`config.mk`:
```
export PLATFORM = sky130hd
export DESIGN_NAME = hi_lo_divide_unit_top
export DESIGN_NICKNAME = d
export VERILOG_FILES = /design/src/rtl/hld_pkg.sv /design/src/rtl/hld_divider.sv /design/src/rtl/hi_lo_divide_unit_top.sv
export SDC_FILE = /design/constraint.sdc
export NUM_CORES = 1
export LEC_CHECK = 0
export BUFFER_PORTS_ARGS = -buffer_cell sky130_fd_sc_hd__buf_2
export CORE_MARGIN = 2
export CORE_UTILIZATION = 35
export DETAILED_ROUTE_END_ITERATION = 16
export HOLD_SLACK_MARGIN = 0.05
export PLACE_DENSITY = 0.6
export RECOVER_POWER = 50
export SYNTH_ARGS = -nofsm -noshare
export SYNTH_HDL_FRONTEND = slang
export SYNTH_SLANG_ARGS = --single-unit
```
`constraint.sdc`:
```
create_clock -name clk_i -period 5.6 [get_ports clk_i]
set_clock_uncertainty 0.1 [all_clocks]
set_input_delay 0.84 -clock clk_i [delete_from_list [all_inputs] [get_ports clk_i]]
set_output_delay 0.84 -clock clk_i [all_outputs]
set_load 0.005 [all_outputs]
```
`src/rtl/hld_pkg.sv`:
```
// ----------------------------------------------------------------------------
// hld_pkg
// Shared constants for the HI/LO divide unit: data width, step counter
// width and the command codes.
// ----------------------------------------------------------------------------
package hld_pkg;

  localparam int unsigned DATA_W = 32;
  localparam int unsigned CNT_W  = $clog2(DATA_W);

  // Command codes carried in cmd_i
  localparam logic [1:0] CMD_SDIV = 2'd0;
  localparam logic [1:0] CMD_UDIV = 2'd1;
  localparam logic [1:0] CMD_WHI  = 2'd2;
  localparam logic [1:0] CMD_WLO  = 2'd3;

endpackage : hld_pkg

```
`src/rtl/hld_divider.sv`:
```
// ----------------------------------------------------------------------------
// hld_divider
// Radix-2 restoring divider on unsigned magnitudes. The dividend shifts
// out of the quotient register one bit per cycle into the partial
// remainder, while quotient bits shift in behind it.
// ----------------------------------------------------------------------------
module hld_divider (
  input  logic                        clk_i,
  input  logic                        rst_ni,
  input  logic                        start_i,
  input  logic [hld_pkg::DATA_W-1:0]  dividend_i,
  input  logic [hld_pkg::DATA_W-1:0]  divisor_i,
  output logic                        busy_o,
  output logic [hld_pkg::DATA_W-1:0]  quotient_o,
  output logic [hld_pkg::DATA_W-1:0]  remainder_o
);
  import hld_pkg::*;

  localparam logic [CNT_W-1:0] CntLast = CNT_W'(DATA_W - 1);

  logic                run_q, run_d;
  logic [CNT_W-1:0]    cnt_q, cnt_d;
  logic [DATA_W-1:0]   quo_q, quo_d;
  logic [DATA_W-1:0]   rem_q, rem_d;
  logic [DATA_W-1:0]   dvs_q, dvs_d;
  logic [DATA_W:0]     trial;

  // Trial subtract of the divisor from the shifted partial remainder
  assign trial = {rem_q, quo_q[DATA_W-1]} - {1'b0, dvs_q};

  // Load on start, then one quotient bit per cycle
  always_comb begin
    run_d = run_q;
    cnt_d = cnt_q;
    quo_d = quo_q;
    rem_d = rem_q;
    dvs_d = dvs_q;
    if (start_i) begin
      run_d = 1'b1;
      cnt_d = CntLast;
      quo_d = dividend_i;
      rem_d = '0;
      dvs_d = divisor_i;
    end else if (run_q) begin
      if (!trial[DATA_W]) begin
        rem_d = trial[DATA_W-1:0];
        quo_d = {quo_q[DATA_W-2:0], 1'b1};
      end else begin
        rem_d = {rem_q[DATA_W-2:0], quo_q[DATA_W-1]};
        quo_d = {quo_q[DATA_W-2:0], 1'b0};
      end
      if (cnt_q == '0) begin
        run_d = 1'b0;
      end else begin
        cnt_d = cnt_q - 1'b1;
      end
    end
  end

  // Control state
  always_ff @(posedge clk_i or negedge rst_ni) begin
    if (!rst_ni) begin
      run_q <= 1'b0;
      cnt_q <= '0;
    end else begin
      run_q <= run_d;
      cnt_q <= cnt_d;
    end
  end

  // Datapath registers
  always_ff @(posedge clk_i) begin
    quo_q <= quo_d;
    rem_q <= rem_d;
    dvs_q <= dvs_d;
  end

  assign busy_o      = run_q;
  assign quotient_o  = quo_q;
  assign remainder_o = rem_q;

endmodule : hld_divider

```
`src/rtl/hi_lo_divide_unit_top.sv`:
```
// ----------------------------------------------------------------------------
// hi_lo_divide_unit_top
// Divide unit with HI and LO registers. Each input word is a signed
// divide, an unsigned divide, a write of HI or a write of LO; each gives
// one output word holding HI and LO after the command.
//
// Channels: the input word (cmd_i, operand_a_i, operand_b_i) is taken on a
// rising edge with in_valid_i high and in_stall_o low. The output word
// (hi_value_o, lo_value_o) is taken with out_valid_o high and out_stall_i
// low. Both sides hold valid and payload while stalled.
// An accepted divide runs the radix-2 divider loop, one quotient bit
// each step, then a final step restores the signs and writes HI and
// LO. A write of HI or LO passes through the work state to the output.
// One command is in work at a time; the next is taken in the cycle
// after the result is posted.
// Reset clears HI and LO to zero and empties the output.
// A stalled receiver holds the output word; a finished command then waits
// until the output register frees, and no new command is taken meanwhile.
// ----------------------------------------------------------------------------
module hi_lo_divide_unit_top (
  input  logic                        clk_i,
  input  logic                        rst_ni,
  input  logic                        in_valid_i,
  output logic                        in_stall_o,
  input  logic [1:0]                  cmd_i,
  input  logic [hld_pkg::DATA_W-1:0]  operand_a_i,
  input  logic [hld_pkg::DATA_W-1:0]  operand_b_i,
  output logic                        out_valid_o,
  input  logic                        out_stall_i,
  output logic [hld_pkg::DATA_W-1:0]  hi_value_o,
  output logic [hld_pkg::DATA_W-1:0]  lo_value_o
);
  import hld_pkg::*;

  localparam logic S_IDLE = 1'b0;
  localparam logic S_WORK = 1'b1;

  logic                state_q, state_d;
  logic [1:0]          cmd_q, cmd_d;
  logic [DATA_W-1:0]   val_q, val_d;
  logic                qneg_q, qneg_d;
  logic                rneg_q, rneg_d;
  logic [DATA_W-1:0]   hi_q, hi_d;
  logic [DATA_W-1:0]   lo_q, lo_d;
  logic                out_valid_q, out_valid_d;

  logic                in_accept;
  logic                is_div;
  logic                a_neg, b_neg;
  logic [DATA_W-1:0]   a_mag, b_mag;
  logic                div_busy;
  logic [DATA_W-1:0]   div_quo, div_rem;
  logic                slot_free;
  logic                finish;
  logic [DATA_W-1:0]   quo_fix, rem_fix;

  assign in_accept = in_valid_i && !in_stall_o;
  assign is_div    = (cmd_i == CMD_SDIV) || (cmd_i == CMD_UDIV);

  // Take signed operands to magnitudes on the way in
  assign a_neg = (cmd_i == CMD_SDIV) && operand_a_i[DATA_W-1];
  assign b_neg = (cmd_i == CMD_SDIV) && operand_b_i[DATA_W-1];
  assign a_mag = a_neg ? (DATA_W'(0) - operand_a_i) : operand_a_i;
  assign b_mag = b_neg ? (DATA_W'(0) - operand_b_i) : operand_b_i;

  hld_divider u_divider (
    .clk_i       (clk_i),
    .rst_ni      (rst_ni),
    .start_i     (in_accept && is_div),
    .dividend_i  (a_mag),
    .divisor_i   (b_mag),
    .busy_o      (div_busy),
    .quotient_o  (div_quo),
    .remainder_o (div_rem)
  );

  // Restore signs: quotient by sign mismatch, remainder follows dividend
  assign quo_fix = qneg_q ? (DATA_W'(0) - div_quo) : div_quo;
  assign rem_fix = rneg_q ? (DATA_W'(0) - div_rem) : div_rem;

  assign slot_free = !out_valid_q || !out_stall_i;
  assign finish    = (state_q == S_WORK) && !div_busy && slot_free;

  // Sequence one command at a time and post its result
  always_comb begin
    state_d     = state_q;
    cmd_d       = cmd_q;
    val_d       = val_q;
    qneg_d      = qneg_q;
    rneg_d      = rneg_q;
    hi_d        = hi_q;
    lo_d        = lo_q;
    out_valid_d = out_valid_q && out_stall_i;
    case (state_q)
      S_IDLE: begin
        if (in_accept) begin
          state_d = S_WORK;
          cmd_d   = cmd_i;
          val_d   = operand_a_i;
          qneg_d  = a_neg != b_neg;
          rneg_d  = a_neg;
        end
      end
      S_WORK: begin
        if (finish) begin
          state_d     = S_IDLE;
          out_valid_d = 1'b1;
          case (cmd_q)
            CMD_SDIV: begin
              hi_d = rem_fix;
              lo_d = quo_fix;
            end
            CMD_UDIV: begin
              hi_d = div_rem;
              lo_d = div_quo;
            end
            CMD_WHI: hi_d = val_q;
            CMD_WLO: lo_d = val_q;
            default: begin
              hi_d = hi_q;
              lo_d = lo_q;
            end
          endcase
        end
      end
      default: state_d = S_IDLE;
    endcase
  end

  // Control state and architectural HI/LO
  always_ff @(posedge clk_i or negedge rst_ni) begin
    if (!rst_ni) begin
      state_q     <= S_IDLE;
      out_valid_q <= 1'b0;
      hi_q        <= '0;
      lo_q        <= '0;
    end else begin
      state_q     <= state_d;
      out_valid_q <= out_valid_d;
      hi_q        <= hi_d;
      lo_q        <= lo_d;
    end
  end

  // Command payload
  always_ff @(posedge clk_i) begin
    cmd_q  <= cmd_d;
    val_q  <= val_d;
    qneg_q <= qneg_d;
    rneg_q <= rneg_d;
  end

  assign in_stall_o  = (state_q != S_IDLE);
  assign out_valid_o = out_valid_q;
  assign hi_value_o  = hi_q;
  assign lo_value_o  = lo_q;

  // Divider only runs while a command is in work
  a_busy_in_work: assert property (@(posedge clk_i) disable iff (!rst_ni)
    div_busy |-> (state_q == S_WORK))
    else $error("divider busy outside of work state");

  // An accepted divide starts the divider
  a_div_starts: assert property (@(posedge clk_i) disable iff (!rst_ni)
    (in_accept && is_div) |=> div_busy)
    else $error("accepted divide did not start the divider");

  // A new output word only follows a finished command
  a_out_from_work: assert property (@(posedge clk_i) disable iff (!rst_ni)
    $rose(out_valid_q) |-> ($past(state_q) == S_WORK))
    else $error("output posted without a command in work");

  // HI and LO change only when a result is posted
  a_hilo_on_finish: assert property (@(posedge clk_i) disable iff (!rst_ni)
    !finish |=> ($stable(hi_q) && $stable(lo_q)))
    else $error("HI or LO changed without a finished command");

endmodule : hi_lo_divide_unit_top
```
==> run metrics, run 1 <==
Yosys Warn Count=0; Synth Area per Inst=between 8 and 9 um^2; CP delay by family, top=buffers and inverters; largest net degree at the start of global routing=about 90; sequential share of power=between 30% and 40%; Final Wtd Congestion=between 0.8 and 0.9; Synth area leaders=edfxtp_1 (23%), dfrtp_1 (14%), o21ai_0 (6.4%); mapped cell area=between 0.01 and 0.015 mm^2; setup tns final=0 ns; P_sw=3.50 mW; ys flop type=edfxtp_1; # DRC=0; vias in the first global route=just over 10000; CTS H-tree lvls=1; nets=1649; # fillers=roughly 3700; hold slack=0.355 ns; clk buf depth=3; final hold violation count=0; Cell variety after synth=77; Pins Over Slew Limit=roughly 200; gr ovfl total=0; die area=0.0384 mm^2; Cell Area, Placed=between 0.01 and 0.015 mm^2; Yosys top cell area share=23.3%; Crit Path Class=reg2reg; Avg Vias per Cell=between 5 and 6; Rows=70; Period minus WS final=~4.3 ns; Power, Total=between 8 and 9 mW; Post-synth ARST share=between 30% and 40%; GRT Util Overall=between 20% and 30%; share of post-route cells with drive strength above 1=between 10% and 20%; Int Pwr=~4.8 mW; post-CTS setup buffers=0; Post-synth EDFFs=100; root buffer cell=clkbuf_16; initial antenna violation count=0; first-pass GRT wire length=approximately 61 mm; logic gate share of total power=43.8%; crit path DAT=~4.6 ns; WL per Instance=around 19 um; sequential fraction of the synthesis area=a little over two fifths; initial DRC count=approximately 920; Ports=approximately 140; synthesized flop and latch total=around 200; Tcrit/Tclk final=between 70 and 80%; RSZ-0062 raised after global routing=false; Leakage Power=5.94 nW; Post-DP HPWL=just under 30 mm; CP Capture Type=flop; CP peak stage delay=between 1.5 and 2 ns; final setup fails=0; CTS sink count=204; CTS tree=yes; max frequency=231 MHz; Worst Path Buf+Inv=2; Max VDD drop=0.269 mV; Starting Density=35.4%; Hold Crit Class=in2async; maxcap violations=3; die width=196 um; final core utilization=about two fifths; clock power share=roughly a fifth; syn_nets=1552; Area growth, synth to finish=14.5%; cells after synthesis=1438; hold buffers post-CTS=0; core area=between 0.03 and 0.04 mm^2; Switching Share=between 40 and 50%; failing checks=max-capacitance violations, max-slew violations; area leader, netlist=edfxtp_1; post-CTS sizing=0; PortBufs=roughly 140; Worst Tran Pin Value=3.18 ns; clk_lat worst skew=approximately 0.54 ns; status=complete, but fails checks; CP required=roughly 6 ns; Final Cell Area=around 0.015 mm^2; Worst slew margin=-112%; Slowest-stage cell, CP=clkbuf_1; TritonCTS buffer count=26; crit-path cells=nor2b_4 > clkbuf_1 > nand2b_2 > clkbuf_2 > nand2_1 > o21ai_0; pwr dens=~560 mW/mm^2; Die H=between 150 and 200 um; clock slew at reported path FFs=approximately 0.060 ns; antenna-violating nets left=0; startpoint class of the critical path=flop; DRT Wirelength=38.9 mm; worst-path maximum fanout=91; drt pass-1 iters=5; DR vias=about 11000
## flip-flops by register name (all words and copies together), names as in the netlist, 2 cells and up
name and count:
u_divider.remainder_o 32, lo_value_o 32, val_q 32, u_divider.cnt_q 5, u_divider.quotient_o 32, hi_value_o 32
u_divider.dvs_q 32, cmd_q 2
## placed cells by master, fill, tap and decap left out, types with 10 or more instances in the layout
cell type / netlist / routed
o21ai_0: 166 / 166
a211oi_1: 11 / 11
dfxtp_1: 32 / 32
edfxtp_1: 100 / 100
a21oi_1: 128 / 128
or3_1: 33 / 33
xnor2_1: 50 / 50
xor2_1: 47 / 47
o41ai_1: 10 / 10
nor4_1: 14 / 14
o31ai_1: 24 / 24
a31oi_1: 16 / 16
ha_1: 43 / 41
a21o_1: 34 / 34
buf_4: 0 / 12
clkbuf_16: 0 / 27
nor3b_1: 11 / 11
nand3_1: 17 / 17
inv_1: 65 / 65
nor2_1: 67 / 66
clkbuf_1: 67 / 69
nand2_1: 181 / 181
dfrtp_1: 72 / 72
mux2i_1: 21 / 21
a221oi_1: 47 / 47
buf_2: 3 / 66
nor3_1: 36 / 36
## synthesized netlist by cell type, types with 5 or more instances
cell type,count
a211oi_1,11
a21o_1,34
a21oi_1,128
a221oi_1,47
a31oi_1,16
and2_1,5
and3_1,7
buf_1,8
clkbuf_1,67
dfrtp_1,72
dfxtp_1,32
edfxtp_1,100
ha_1,43
inv_1,65
mux2_2,6
mux2i_1,21
nand2_1,181
nand2b_1,6
nand3_1,17
nor2_1,67
nor2b_1,9
nor3_1,36
nor3b_1,11
nor4_1,14
o21a_1,6
o21ai_0,166
o21bai_1,5
o31ai_1,24
o41ai_1,10
or2_2,9
or3_1,33
or4_1,9
xnor2_1,50
xor2_1,47
## final timing paths
path | from | end | slack [ns] | cells after the start
max reg2reg | in_stall_o | u_divider.remainder_o[23] | 1.27 | 6
min | rst_ni | lo_value_o[15] | 0.35 | 1
min in group clk_i | hi_value_o[26] | hi_value_o[26] | 0.37 | 1
max in group asynchronous | rst_ni | hi_value_o[25] | 4.40 | 1
max | in_stall_o | u_divider.remainder_o[23] | 1.27 | 6
min reg2reg | hi_value_o[26] | hi_value_o[26] | 0.37 | 1
## cell families (layout without fill, tap and decap cells)
group | Yosys count | after routing | share of synthesized area (%)
AO/OA/AOI/OAI | 495 | 495 | 24.2
AND/OR/NAND/NOR | 425 | 425 | 16.0
flip-flops | 204 | 204 | 42.3
buffers and inverters | 145 | 262 | 4.31
XOR/XNOR | 97 | 97 | 6.59
adder cells (fa/ha/maj) | 44 | 44 | 4.33
multiplexers | 28 | 28 | 2.33
other | 0 | 1 | 0
## per-stage QoR
stage                     cells  setup WS (ns)
after global placement     1975           1.73
final                      2024           1.27
after detailed placement   1975           1.65
after floorplan            1438          0.819
after CTS                  2023           1.62
after global routing       2023          0.780
## routing by layer
metal  vias up  routed length, um  track usage, %
met1      5341              18300            28.5
met5         -                  0               0
met3        50               2180            2.96
met2       345              17100            31.7
li1       5517                  -               -
met4         0               1260            6.37
## power groups by stage
stage / Clock, mW / Sequential, mW / Combinational [mW]
floorplan: 0 / 2.67 / 2.68
global placement: 0 / 2.90 / 3.59
detailed placement: 0 / 2.92 / 3.62
CTS: 1.76 / 2.90 / 3.64
global route: 1.81 / 3.01 / 4.08
finish: 1.72 / 2.92 / 3.62
## area by class of cell
cell class	instances	area [um^2]	share of cell area, %
sequential	204	5450	36.9
antenna	1	2.50	0.0170
multi-input combinational	1089	6900	46.8
clock buffer	31	711	4.82
inverter	66	248	1.68
timing repair buffer	148	684	4.64
clock inverter	17	173	1.17
tap	468	586	3.97
Power figures use the tool's default switching activity.
==> run 2, diff against run 1 <==
==> constraint.sdc (replaced) <==
create_clock -name clk_i -period 4.2 [get_ports clk_i]
set_clock_uncertainty 0.1 [all_clocks]
set_input_delay 0.63 -clock clk_i [delete_from_list [all_inputs] [get_ports clk_i]]
set_output_delay 0.63 -clock clk_i [all_outputs]
set_load 0.005 [all_outputs]
==> run 2 against run 1 <==
The flow still finishes with violations (max-capacitance violations, max-slew violations). Combinational power increased by 46%. Clock-buffer cell count down 4. First-iteration DRC count fell by 14%. Design area rose by 1.0%.
==> run metrics, run 2 (synthesized netlist as in run 1, its figures left out) <==
status=complete, but fails checks; failing checks=max-capacitance violations, max-slew violations; Pins Over Slew Limit=approximately 150; max frequency=between 200 and 300 MHz; WL per Instance=around 19 um; Max VDD drop=just under 0.4 mV; ant diodes=0; Leakage Power=~6 nW; Final Cell Area=roughly 0.015 mm^2; maxcap violations=3; most common cell after layout, fill and taps aside=nand2_1; Rows=70; die area=around 0.038 mm^2; DR vias=roughly 11000; RSZ-0062 raised after global routing=false; post-CTS sizing=0; startpoint class of the critical path=flop; share of post-route cells with drive strength above 1=~13%; Cell Area, Placed=approximately 0.014 mm^2; Power, Total=11.1 mW; hold slack=approximately 0.23 ns; Hold Crit Class=in2reg; core area=0.0364 mm^2; Reg area=0.00545 mm^2; Post-DP HPWL=slightly below 30 mm; antenna-violating nets left=0; Worst slew margin=-51.5%; Ports=~140; most frequent cells in the layout=nand2_1 (181), o21ai_0 (166), a21oi_1 (128); GRT Util Overall=between 20% and 30%; # DRC=0; Crit Path Class=reg2reg; CTS sink count=between 200 and 250; CP required=4.57 ns; vias in the first global route=~11000; Tcrit/Tclk final=between 80% and 90%; final core utilization=slightly above 40%; initial DRC count=a little under 800; worst-path maximum fanout=10; root buffer cell=clkbuf_16; first-pass GRT wire length=61.6 mm; final setup fails=0; drt pass-1 iters=5; post-CTS setup buffers=0; clk buf depth=3; clk_lat worst skew=0.54 ns; CP Capture Type=flop; Period minus WS final=between 3 and 4 ns; largest net degree at the start of global routing=between 90 and 100; Final Wtd Congestion=about 0.87; die width=196 um; clock slew at reported path FFs=0.06 ns; crit path DAT=a little over 4 ns; final hold violation count=0; setup tns final=0 ns; Starting Density=35.4%; CTS tree=yes; pwr dens=around 740 mW/mm^2; footprint of the multi-input gates=0.00690 mm^2; PortBufs=between 100 and 150; nets=around 1700; Die H=~200 um; Worst Tran Pin Value=2.27 ns; hold buffers post-CTS=0; Avg Vias per Cell=between 5 and 6; TritonCTS buffer count=24; initial antenna violation count=0; DRT Wirelength=between 30 and 40 mm; gr ovfl total=0; CTS H-tree lvls=1; # fillers=about 3700; Area growth, synth to finish=15.7%
==> run 2: final timing paths <==
kind                                     startpoint                   endpoint  slack (ns)  cells after the start
max                        u_divider.quotient_o[31]  u_divider.remainder_o[31]        0.50                     13
min                                      in_valid_i                 in_stall_o        0.23                      2
max reg2reg                u_divider.quotient_o[31]  u_divider.remainder_o[31]        0.50                     13
min reg2reg                           lo_value_o[2]              lo_value_o[2]        0.37                      2
max in group asynchronous                    rst_ni             hi_value_o[28]        2.35                      1
min in group asynchronous                    rst_ni             lo_value_o[15]        0.52                      1
==> run 2: where the power goes <==
part	switching (mW)	internal [mW]
Sequential	0.721	2.97
Combinational	3.12	2.18
Clock	0.887	1.18
==> run 2: per-layer routing <==
| metal | global-route usage [%] | routed length [um] | vias to the layer above |
|---|---|---|---|
| met4 | 8.45 | 1620 | 0 |
| met2 | 31.8 | 17300 | 340 |
| li1 | - | - | 5571 |
| met1 | 28.6 | 18100 | 5376 |
| met3 | 2.30 | 2320 | 60 |
| met5 | 0 | 0 | - |
==> run 2: stage by stage <==
step,std cells,setup WS [ns]
2_1_floorplan,1438,0.338
3_3_place_gp,2009,0.266
3_5_place_dp,2009,0.210
4_1_cts,2053,0.197
5_1_grt,2053,0.268
6_report,2053,0.495
==> run 2: critical path: stages, from the launching register on <==
cell       delay (ns)
edfxtp_1         0.40
inv_1            0.06
ha_1             0.22
fa_1             0.40
nand2b_1         0.20
a21oi_2          0.18
o2111ai_2        0.20
o21ai_4          0.23
a41o_2           0.30
mux2i_4          0.09
buf_4            0.18
or2_1            0.40
or4_4            0.60
o211ai_2         0.08
==> run 2: final cells by class <==
type / instances / area share, %
clock buffers: 27 / 4.10
flip-flops and latches: 204 / 36.5
well taps: 468 / 3.93
inverters: 66 / 1.66
multi-input cells: 1089 / 46.3
clock inverters: 17 / 1.10
repair buffers: 182 / 6.38
